--- config.mk ---
export PLATFORM = sky130hd
export DESIGN_NAME = keyed_value_table_unit
export DESIGN_NICKNAME = d
export VERILOG_FILES = /design/src/hdl/kvt_pkg.sv /design/src/hdl/kvt_store.sv /design/src/hdl/kvt_engine.sv /design/src/hdl/keyed_value_table_unit.sv
export SDC_FILE = /design/constraint.sdc
export NUM_CORES = 2
export LEC_CHECK = 0
export ABC_CLOCK_PERIOD_IN_PS = 8200
export BUFFER_PORTS_ARGS = -buffer_cell sky130_fd_sc_hd__clkbuf_2
export CORE_MARGIN = 2
export CORE_UTILIZATION = 55
export DETAILED_ROUTE_END_ITERATION = 10
export PLACE_DENSITY = 0.71
export SYNTH_ARGS = -nofsm -noshare
export SYNTH_HDL_FRONTEND = slang
export SYNTH_SLANG_ARGS = --single-unit
--- constraint.sdc ---
create_clock -name aclk -period 8.2 [get_ports aclk]
set_input_delay 1.64 -clock aclk [delete_from_list [all_inputs] [get_ports aclk]]
set_output_delay 1.64 -clock aclk [all_outputs]
set_load 0.005 [all_outputs]
--- src/hdl/kvt_pkg.sv ---
`default_nettype none

package kvt_pkg;

    // default geometry
    localparam int DEF_ENTRIES    = 32;
    localparam int DEF_KEY_BITS   = 32;
    localparam int DEF_VALUE_BITS = 32;

    // fixed widths of the transaction fields
    localparam int FIELD_BITS = 32;
    localparam int OP_BITS    = 3;
    localparam int CNT_BITS   = 6;
    localparam logic [CNT_BITS-1:0] CNT_MAX = {CNT_BITS{1'b1}};

    typedef enum logic [OP_BITS-1:0] {
        OP_INSERT = 3'd0,
        OP_ERASE  = 3'd1,
        OP_CLEAR  = 3'd2,
        OP_LOOKUP = 3'd3,
        OP_COUNT  = 3'd4
    } opcode_t;

    typedef enum logic [1:0] {
        STAT_OK   = 2'd0,
        STAT_FULL = 2'd1,
        STAT_DUP  = 2'd2,
        STAT_MISS = 2'd3
    } status_t;

    typedef enum logic [1:0] {
        S_IDLE,
        S_SCAN,
        S_SHIFT,
        S_DONE
    } state_t;

    typedef struct packed {
        logic [OP_BITS-1:0]    opcode;
        logic [FIELD_BITS-1:0] key;
        logic [FIELD_BITS-1:0] value;
    } in_t;

    typedef struct packed {
        status_t               status;
        logic                  found;
        logic [FIELD_BITS-1:0] read_value;
        logic [CNT_BITS-1:0]   match_count;
        logic [CNT_BITS-1:0]   entry_count;
    } out_t;

endpackage

`default_nettype wire

--- src/hdl/kvt_store.sv ---
`default_nettype none

module kvt_store
    import kvt_pkg::*;
#(
    parameter int ENTRIES    = DEF_ENTRIES,
    parameter int KEY_BITS   = DEF_KEY_BITS,
    parameter int VALUE_BITS = DEF_VALUE_BITS,
    parameter int AW         = (ENTRIES > 1) ? $clog2(ENTRIES) : 1
) (
    input  wire logic                  aclk,
    input  wire logic [AW-1:0]         rd_addr,
    input  wire logic                  wr_en,
    input  wire logic [AW-1:0]         wr_addr,
    input  wire logic [KEY_BITS-1:0]   wr_key,
    input  wire logic [VALUE_BITS-1:0] wr_value,
    output logic      [KEY_BITS-1:0]   rd_key,
    output logic      [VALUE_BITS-1:0] rd_value
);

    logic [KEY_BITS-1:0]   key_mem   [ENTRIES];
    logic [VALUE_BITS-1:0] value_mem [ENTRIES];

    // one write port, shared by insert and erase compaction
    always_ff @(posedge aclk) begin
        if (wr_en) begin
            key_mem[wr_addr]   <= wr_key;
            value_mem[wr_addr] <= wr_value;
        end
    end

    // registered read, both arrays at the same address
    always_ff @(posedge aclk) begin
        rd_key   <= key_mem[rd_addr];
        rd_value <= value_mem[rd_addr];
    end

endmodule

`default_nettype wire

--- src/hdl/kvt_engine.sv ---
`default_nettype none

module kvt_engine
    import kvt_pkg::*;
#(
    parameter int ENTRIES    = DEF_ENTRIES,
    parameter int KEY_BITS   = DEF_KEY_BITS,
    parameter int VALUE_BITS = DEF_VALUE_BITS,
    parameter int AW         = (ENTRIES > 1) ? $clog2(ENTRIES) : 1
) (
    input  wire logic                  aclk,
    input  wire logic                  aresetn,
    input  wire logic                  start,
    input  wire in_t                   cmd,
    output logic                       idle,
    output logic                       done,
    input  wire logic                  take,
    output out_t                       res,
    output logic      [AW-1:0]         rd_addr,
    input  wire logic [KEY_BITS-1:0]   rd_key,
    input  wire logic [VALUE_BITS-1:0] rd_value,
    output logic                       wr_en,
    output logic      [AW-1:0]         wr_addr,
    output logic      [KEY_BITS-1:0]   wr_key,
    output logic      [VALUE_BITS-1:0] wr_value
);

    localparam int CW = $clog2(ENTRIES + 1);
    localparam int KW = (KEY_BITS > FIELD_BITS) ? KEY_BITS : FIELD_BITS;
    localparam int RW = (VALUE_BITS > FIELD_BITS) ? VALUE_BITS : FIELD_BITS;
    localparam int WW = (CW > CNT_BITS) ? CW : CNT_BITS;

    state_t                state_reg, state_next;
    opcode_t               op_reg, op_next;
    logic [KEY_BITS-1:0]   key_reg, key_next;
    logic [VALUE_BITS-1:0] val_reg, val_next;
    logic [CW-1:0]         fill_reg, fill_next;
    logic [CW-1:0]         issue_reg, issue_next;
    logic                  cmp_vld_reg, cmp_vld_next;
    logic [CW-1:0]         cmp_pos_reg, cmp_pos_next;
    status_t               status_reg, status_next;
    logic                  found_reg, found_next;
    logic [VALUE_BITS-1:0] rdv_reg, rdv_next;
    logic [CNT_BITS-1:0]   match_reg, match_next;

    logic [KW-1:0]         key_w;
    logic [RW-1:0]         val_w;
    logic [RW-1:0]         rdv_w;
    logic [WW-1:0]         fill_w;
    logic [CW-1:0]         pos_dec;
    logic                  hit;
    logic                  scan_end;

    // narrow incoming fields to the stored widths
    assign key_w = KW'(cmd.key);
    assign val_w = RW'(cmd.value);

    // shared compare unit: key match, or value match when counting
    assign hit = cmp_vld_reg &&
                 ((op_reg == OP_COUNT) ? (rd_value == val_reg) : (rd_key == key_reg));
    assign scan_end = !cmp_vld_reg && (issue_reg >= fill_reg);
    assign pos_dec  = cmp_pos_reg - CW'(1);

    // control registers
    always_ff @(posedge aclk) begin
        if (!aresetn) begin
            state_reg   <= S_IDLE;
            fill_reg    <= '0;
            cmp_vld_reg <= 1'b0;
        end else begin
            state_reg   <= state_next;
            fill_reg    <= fill_next;
            cmp_vld_reg <= cmp_vld_next;
        end
    end

    // operand and result registers
    always_ff @(posedge aclk) begin
        op_reg      <= op_next;
        key_reg     <= key_next;
        val_reg     <= val_next;
        issue_reg   <= issue_next;
        cmp_pos_reg <= cmp_pos_next;
        status_reg  <= status_next;
        found_reg   <= found_next;
        rdv_reg     <= rdv_next;
        match_reg   <= match_next;
    end

    // sequencer
    always_comb begin
        state_next   = state_reg;
        op_next      = op_reg;
        key_next     = key_reg;
        val_next     = val_reg;
        fill_next    = fill_reg;
        issue_next   = issue_reg;
        cmp_vld_next = cmp_vld_reg;
        cmp_pos_next = cmp_pos_reg;
        status_next  = status_reg;
        found_next   = found_reg;
        rdv_next     = rdv_reg;
        match_next   = match_reg;
        rd_addr      = issue_reg[AW-1:0];
        wr_en        = 1'b0;
        wr_addr      = fill_reg[AW-1:0];
        wr_key       = key_reg;
        wr_value     = val_reg;
        idle         = 1'b0;
        done         = 1'b0;

        // walk pointer: one read per cycle while entries remain
        if (state_reg == S_SCAN || state_reg == S_SHIFT) begin
            if (issue_reg < fill_reg) begin
                issue_next   = issue_reg + CW'(1);
                cmp_vld_next = 1'b1;
                cmp_pos_next = issue_reg;
            end else begin
                cmp_vld_next = 1'b0;
            end
        end

        unique case (state_reg)
            S_IDLE: begin
                idle = 1'b1;
                if (start) begin
                    op_next      = opcode_t'(cmd.opcode);
                    key_next     = key_w[KEY_BITS-1:0];
                    val_next     = val_w[VALUE_BITS-1:0];
                    issue_next   = '0;
                    cmp_vld_next = 1'b0;
                    status_next  = STAT_OK;
                    found_next   = 1'b0;
                    rdv_next     = '0;
                    match_next   = '0;
                    case (cmd.opcode)
                        OP_INSERT: begin
                            if (fill_reg >= CW'(ENTRIES)) begin
                                status_next = STAT_FULL;
                                state_next  = S_DONE;
                            end else begin
                                state_next = S_SCAN;
                            end
                        end
                        OP_ERASE, OP_LOOKUP, OP_COUNT: begin
                            state_next = S_SCAN;
                        end
                        OP_CLEAR: begin
                            fill_next  = '0;
                            state_next = S_DONE;
                        end
                        default: begin
                            state_next = S_DONE;
                        end
                    endcase
                end
            end

            S_SCAN: begin
                unique case (op_reg)
                    OP_COUNT: begin
                        if (hit && match_reg != CNT_MAX) begin
                            match_next = match_reg + CNT_BITS'(1);
                        end
                        if (scan_end) begin
                            state_next = S_DONE;
                        end
                    end
                    OP_INSERT: begin
                        if (hit) begin
                            status_next = STAT_DUP;
                            state_next  = S_DONE;
                        end else if (scan_end) begin
                            wr_en      = 1'b1;
                            fill_next  = fill_reg + CW'(1);
                            state_next = S_DONE;
                        end
                    end
                    OP_LOOKUP: begin
                        if (hit) begin
                            found_next = 1'b1;
                            rdv_next   = rd_value;
                            state_next = S_DONE;
                        end else if (scan_end) begin
                            status_next = STAT_MISS;
                            state_next  = S_DONE;
                        end
                    end
                    OP_ERASE: begin
                        if (hit) begin
                            found_next   = 1'b1;
                            issue_next   = cmp_pos_reg + CW'(1);
                            cmp_vld_next = 1'b0;
                            state_next   = S_SHIFT;
                        end else if (scan_end) begin
                            state_next = S_DONE;
                        end
                    end
                    default: begin
                        state_next = S_DONE;
                    end
                endcase
            end

            S_SHIFT: begin
                // entry read last cycle moves up one place
                if (cmp_vld_reg) begin
                    wr_en    = 1'b1;
                    wr_addr  = pos_dec[AW-1:0];
                    wr_key   = rd_key;
                    wr_value = rd_value;
                end
                if (scan_end) begin
                    fill_next  = fill_reg - CW'(1);
                    state_next = S_DONE;
                end
            end

            S_DONE: begin
                done = 1'b1;
                if (take) begin
                    state_next = S_IDLE;
                end
            end

            default: begin
                state_next = S_IDLE;
            end
        endcase
    end

    // result assembly with saturated entry count
    assign rdv_w  = RW'(rdv_reg);
    assign fill_w = WW'(fill_reg);

    always_comb begin
        res.status      = status_reg;
        res.found       = found_reg;
        res.read_value  = rdv_w[FIELD_BITS-1:0];
        res.match_count = match_reg;
        if (fill_w > WW'(CNT_MAX)) begin
            res.entry_count = CNT_MAX;
        end else begin
            res.entry_count = fill_w[CNT_BITS-1:0];
        end
    end

    // table never holds more than its capacity
    a_fill_bound: assert property (@(posedge aclk) disable iff (!aresetn)
        fill_reg <= CW'(ENTRIES))
        else $error("fill count above capacity");

    // store is written only while walking the table
    a_write_phase: assert property (@(posedge aclk) disable iff (!aresetn)
        wr_en |-> (state_reg == S_SCAN || state_reg == S_SHIFT))
        else $error("store write outside scan or shift");

    // compaction never moves the head entry
    a_shift_pos: assert property (@(posedge aclk) disable iff (!aresetn)
        (state_reg == S_SHIFT && cmp_vld_reg) |-> (cmp_pos_reg != '0))
        else $error("shift source at entry zero");

    // fill count only changes on the way out of a walk or on clear
    a_fill_change: assert property (@(posedge aclk) disable iff (!aresetn)
        (fill_next != fill_reg) |-> (state_next == S_DONE))
        else $error("fill count changed mid operation");

endmodule

`default_nettype wire

--- src/hdl/keyed_value_table_unit.sv ---
`default_nettype none

// channel  direction  payload  handshake
// s_       in         in_t     s_valid / s_ready
// m_       out        out_t    m_valid / m_ready
//
// clear and unused opcodes go from accept straight to the done state.
// insert, lookup, count: the table is walked through the single store read
// port, one entry per cycle; lookup and a rejected insert stop at the
// matching entry, and a full table rejects an insert without a walk.
// an erase that finds its key walks on to the end, moving each entry behind
// the erased one up through the same read and write port. the next
// transaction is taken in the cycle after the result register loads.
// reset (aresetn low, synchronous) empties the table; store contents are
// left as they are. s_ready is low while an operation runs and while a
// finished result waits for a full output register.

module keyed_value_table_unit
    import kvt_pkg::*;
#(
    parameter int ENTRIES    = DEF_ENTRIES,
    parameter int KEY_BITS   = DEF_KEY_BITS,
    parameter int VALUE_BITS = DEF_VALUE_BITS
) (
    input  wire logic aclk,
    input  wire logic aresetn,
    input  wire logic s_valid,
    output logic      s_ready,
    input  wire in_t  s_data,
    output logic      m_valid,
    input  wire logic m_ready,
    output out_t      m_data
);

    localparam int AW = (ENTRIES > 1) ? $clog2(ENTRIES) : 1;

    logic                  eng_idle;
    logic                  eng_done;
    logic                  eng_take;
    out_t                  eng_res;
    logic [AW-1:0]         rd_addr;
    logic [KEY_BITS-1:0]   rd_key;
    logic [VALUE_BITS-1:0] rd_value;
    logic                  wr_en;
    logic [AW-1:0]         wr_addr;
    logic [KEY_BITS-1:0]   wr_key;
    logic [VALUE_BITS-1:0] wr_value;
    logic                  out_valid_reg;
    out_t                  out_data_reg;

    assign s_ready  = eng_idle;
    assign eng_take = eng_done && (!out_valid_reg || m_ready);

    kvt_engine #(
        .ENTRIES    (ENTRIES),
        .KEY_BITS   (KEY_BITS),
        .VALUE_BITS (VALUE_BITS),
        .AW         (AW)
    ) u_engine (
        .aclk     (aclk),
        .aresetn  (aresetn),
        .start    (s_valid),
        .cmd      (s_data),
        .idle     (eng_idle),
        .done     (eng_done),
        .take     (eng_take),
        .res      (eng_res),
        .rd_addr  (rd_addr),
        .rd_key   (rd_key),
        .rd_value (rd_value),
        .wr_en    (wr_en),
        .wr_addr  (wr_addr),
        .wr_key   (wr_key),
        .wr_value (wr_value)
    );

    kvt_store #(
        .ENTRIES    (ENTRIES),
        .KEY_BITS   (KEY_BITS),
        .VALUE_BITS (VALUE_BITS),
        .AW         (AW)
    ) u_store (
        .aclk     (aclk),
        .rd_addr  (rd_addr),
        .wr_en    (wr_en),
        .wr_addr  (wr_addr),
        .wr_key   (wr_key),
        .wr_value (wr_value),
        .rd_key   (rd_key),
        .rd_value (rd_value)
    );

    // output register decouples the result transaction from the engine
    always_ff @(posedge aclk) begin
        if (!aresetn) begin
            out_valid_reg <= 1'b0;
        end else if (eng_take) begin
            out_valid_reg <= 1'b1;
        end else if (m_ready) begin
            out_valid_reg <= 1'b0;
        end
    end

    always_ff @(posedge aclk) begin
        if (eng_take) begin
            out_data_reg <= eng_res;
        end
    end

    assign m_valid = out_valid_reg;
    assign m_data  = out_data_reg;

endmodule

`default_nettype wire
==> reports/results.ini <==
[status]
status=finished clean

[clocking]
cts_tree=yes
cts_max_level=4
holdBufCountCts=0
clock-root-buffer=clkbuf_16
path_clk_slew_ns=0.06
tritoncts_num_sinks=2289
deepest_clock_path_buffer_count=3
cts_repair_resized_insts=0
worst_skew_pair.late_latency_ns=0.86
numCtsBuffers=212
post_cts_buffers=0

[detailed_routing]
drt_first_pass_iters=8
route.detailed.drc=0
dr_total_vias=40157
drt_iter0_drc=5658
met1Wirelength_mm=83.4
highest_layer=met5
met2RoutedLength_mm=97.3
routed_wirelength_mm=205
detailroute.wirelength.met3_mm=19.8
avgRoutedWirePerCell_um=33.6
final_antenna_net_count=0
vias_per_cell=6.57

[floorplanning]
die_y_um=402
die_x_um=402
fp-row-count=146
placeableCoreArea_mm2=0.158
initial_core_util_pct=55.2
floorplan.io_pins=120
die_area_mm2=0.162

[finish]
drive_above_1_share_pct=32.4
instances_no_fill=6111
commonest_non_fill_non_tap_cell_in_the_layout=edfxtp_1
fillerInstances=10471
nets=3941
area.growth.synth_to_final_pct=11.8
utilization_pct=61.7
mostFrequentLayoutCells=edfxtp_1, mux4_2, clkbuf_16, mux2_2, clkbuf_2

[logic_synthesis]
syn_area_mm2=0.0872
synth_edf_count=2209
synth.avg_cell_area_um2=24.1
synthesis.instances=3621
proportion_of_netlist_area_held_by_the_largest_area_contributor_pct=76.1
netlist_top_cells_area=edfxtp_1, mux4_2, dfxtp_1
synth_area_leader_cell=edfxtp_1
yosys.cell_types.count=52
postSynth.topFlopCell=edfxtp_1
ys_async_sr_fraction_pct=0
postSynthNetCount=3711
yosysWarnings=0
synth.yosys.seq_area_share_pct=77.9
synth_seq_cells=2289

[timing]
hold_slack_ns=0.417
finalCriticalPeriod_ns=5.34
max_freq_ghz=0.187
setup_repair_after_global_routing_missed_its_margin=no
setup_viol=0
timing_worst_slew_pin_value_ns=1.13
timing.clock.skew_ns=0.0275
final.period_utilization_pct=65.1
max_slew_margin_pct=25.0
final.setup.tns_ns=0
slew_viol_final=0
report.final.hold_viol_count=0

[pwr]
combPwrFrac_pct=13.6
power_switching_share_pct=24.8
total_power_mw=27.5
share_clk_of_total_power_pct=34.7
pwr-share-seq_pct=51.7
internal_power_mw=20.7
ir_drop_mv=0.205
power.net_switching_mw=6.83
leakage_power_nw=29.5
power_per_cell_area_mw_per_mm2=283

[global_routing]
grt_pass1_vias=39826
number_of_antenna_violations_at_the_first_check_in_global_routing=5
grt_start_max_net_pins=149
wire_length_of_the_first_global_routing_pass_mm=294
grt_usage_pct=25.7
grt.overflow.total=0

[setup_path]
buffers_inverters_on_critical_path=3
cpMaxStageDelayCell=buf_4
critical_path.cell_chain=inv_1 > ha_1 > nand2_4 > buf_4 > nand2_1 > o21ai_1 > nand3_1 > nor2_4 > buf_4
worstPathArrival_ns=5.79
worst_setup_path_start_kind=flip-flop
critPathRequiredTime_ns=8.65
crit_top_cell=buf_4
critical_path.max_fanout=50
critical-path-top-delay-family=simple AND/OR/NAND/NOR gates
worst_setup_path_class=flip-flop to flip-flop
setup.worst_path.end_class=flip-flop
crit_path_max_incr_delay_ns=0.95

[flow_run]
maxCapViolations=0

[placed_design]
detailedPlacementHpwl_mm=109
buffer_ports.inserted=119
dpl.cell_count=5709
final_weighted_congestion_in_routability_driven_placement=0.822

[min_path]
min_path_type=flip-flop to flip-flop

## routing by layer
layer,vias to the layer above,global-route usage (%)
li1,15926,-
met1,21686,38.9
met2,2254,39.3
met3,289,4.88
met4,2,6.82
met5,-,0
## synthesized netlist by cell type (all sizes together), types with 3 or more instances
cell type,count
edfxtp,2209
inv,19
and3,4
or3,3
buf,58
clkbuf,115
xor2,13
nor2,51
a21oi,22
nor2b,3
o21ai,12
nand4,29
nor3b,3
mux2,134
ha,18
mux4,640
dfxtp,80
nand2b,5
nor3,6
mux2i,5
o31ai,5
nand2,29
nor4,4
o21a,4
xnor2,70
nand3,20
o22ai,5
and2,35
## final timing paths
| kind | cells after the start | startpoint | to | slack (ns) |
|---|---|---|---|---|
| max | 9 | u_engine.state_reg[0] | u_store.key_mem[8][10] | 2.86 |
| max reg2reg | 9 | u_engine.state_reg[0] | u_store.key_mem[8][10] | 2.86 |
| min | 0 | u_engine.rdv_reg[9] | m_data[21] | 0.42 |
| min reg2reg | 0 | u_engine.rdv_reg[9] | m_data[21] | 0.42 |
## cell type report
class	instances	area, µm²	area share, %
timing repair buffer	189	1420	1.46
sequential	2289	68000	69.7
antenna	3	7.51	0.00770
tap	2072	2590	2.66
inverter	19	71.3	0.0732
clock buffer	288	5770	5.93
multi-input combinational	1140	18600	19.1
clock inverter	111	971	0.997
## cell families (layout without fill, tap and decap cells)
family | after synthesis | count (layout) | synth area share (%)
adder cells (fa/ha/maj) | 19 | 19 | 0.281
buffers and inverters | 192 | 607 | 0.976
XOR/XNOR | 83 | 83 | 0.834
AND/OR/NAND/NOR | 196 | 196 | 1.17
multiplexers | 779 | 779 | 18.3
other | 0 | 3 | 0
AO/OA/AOI/OAI | 63 | 63 | 0.467
flip-flops | 2289 | 2289 | 77.9
## per-stage QoR
step / worst slack, ns / cell area [µm²]
CTS: 2.85 / 97400
floorplan: 2.45 / 87200
detailed placement: 2.85 / 90700
global placement: 2.96 / 90700
global route: 2.60 / 97400
finish: 2.86 / 97400
## power by group through the flow
stage / clock, mW / combinational (mW) / sequential [mW]
after global placement: 0 / 3.68 / 14.5
after global routing: 10.1 / 4.00 / 14.3
after detailed placement: 0 / 3.74 / 14.5
after floorplan: 0 / 2.58 / 14.2
final: 9.57 / 3.75 / 14.2
after CTS: 9.68 / 3.76 / 14.2
Power figures use the tool's default switching activity.
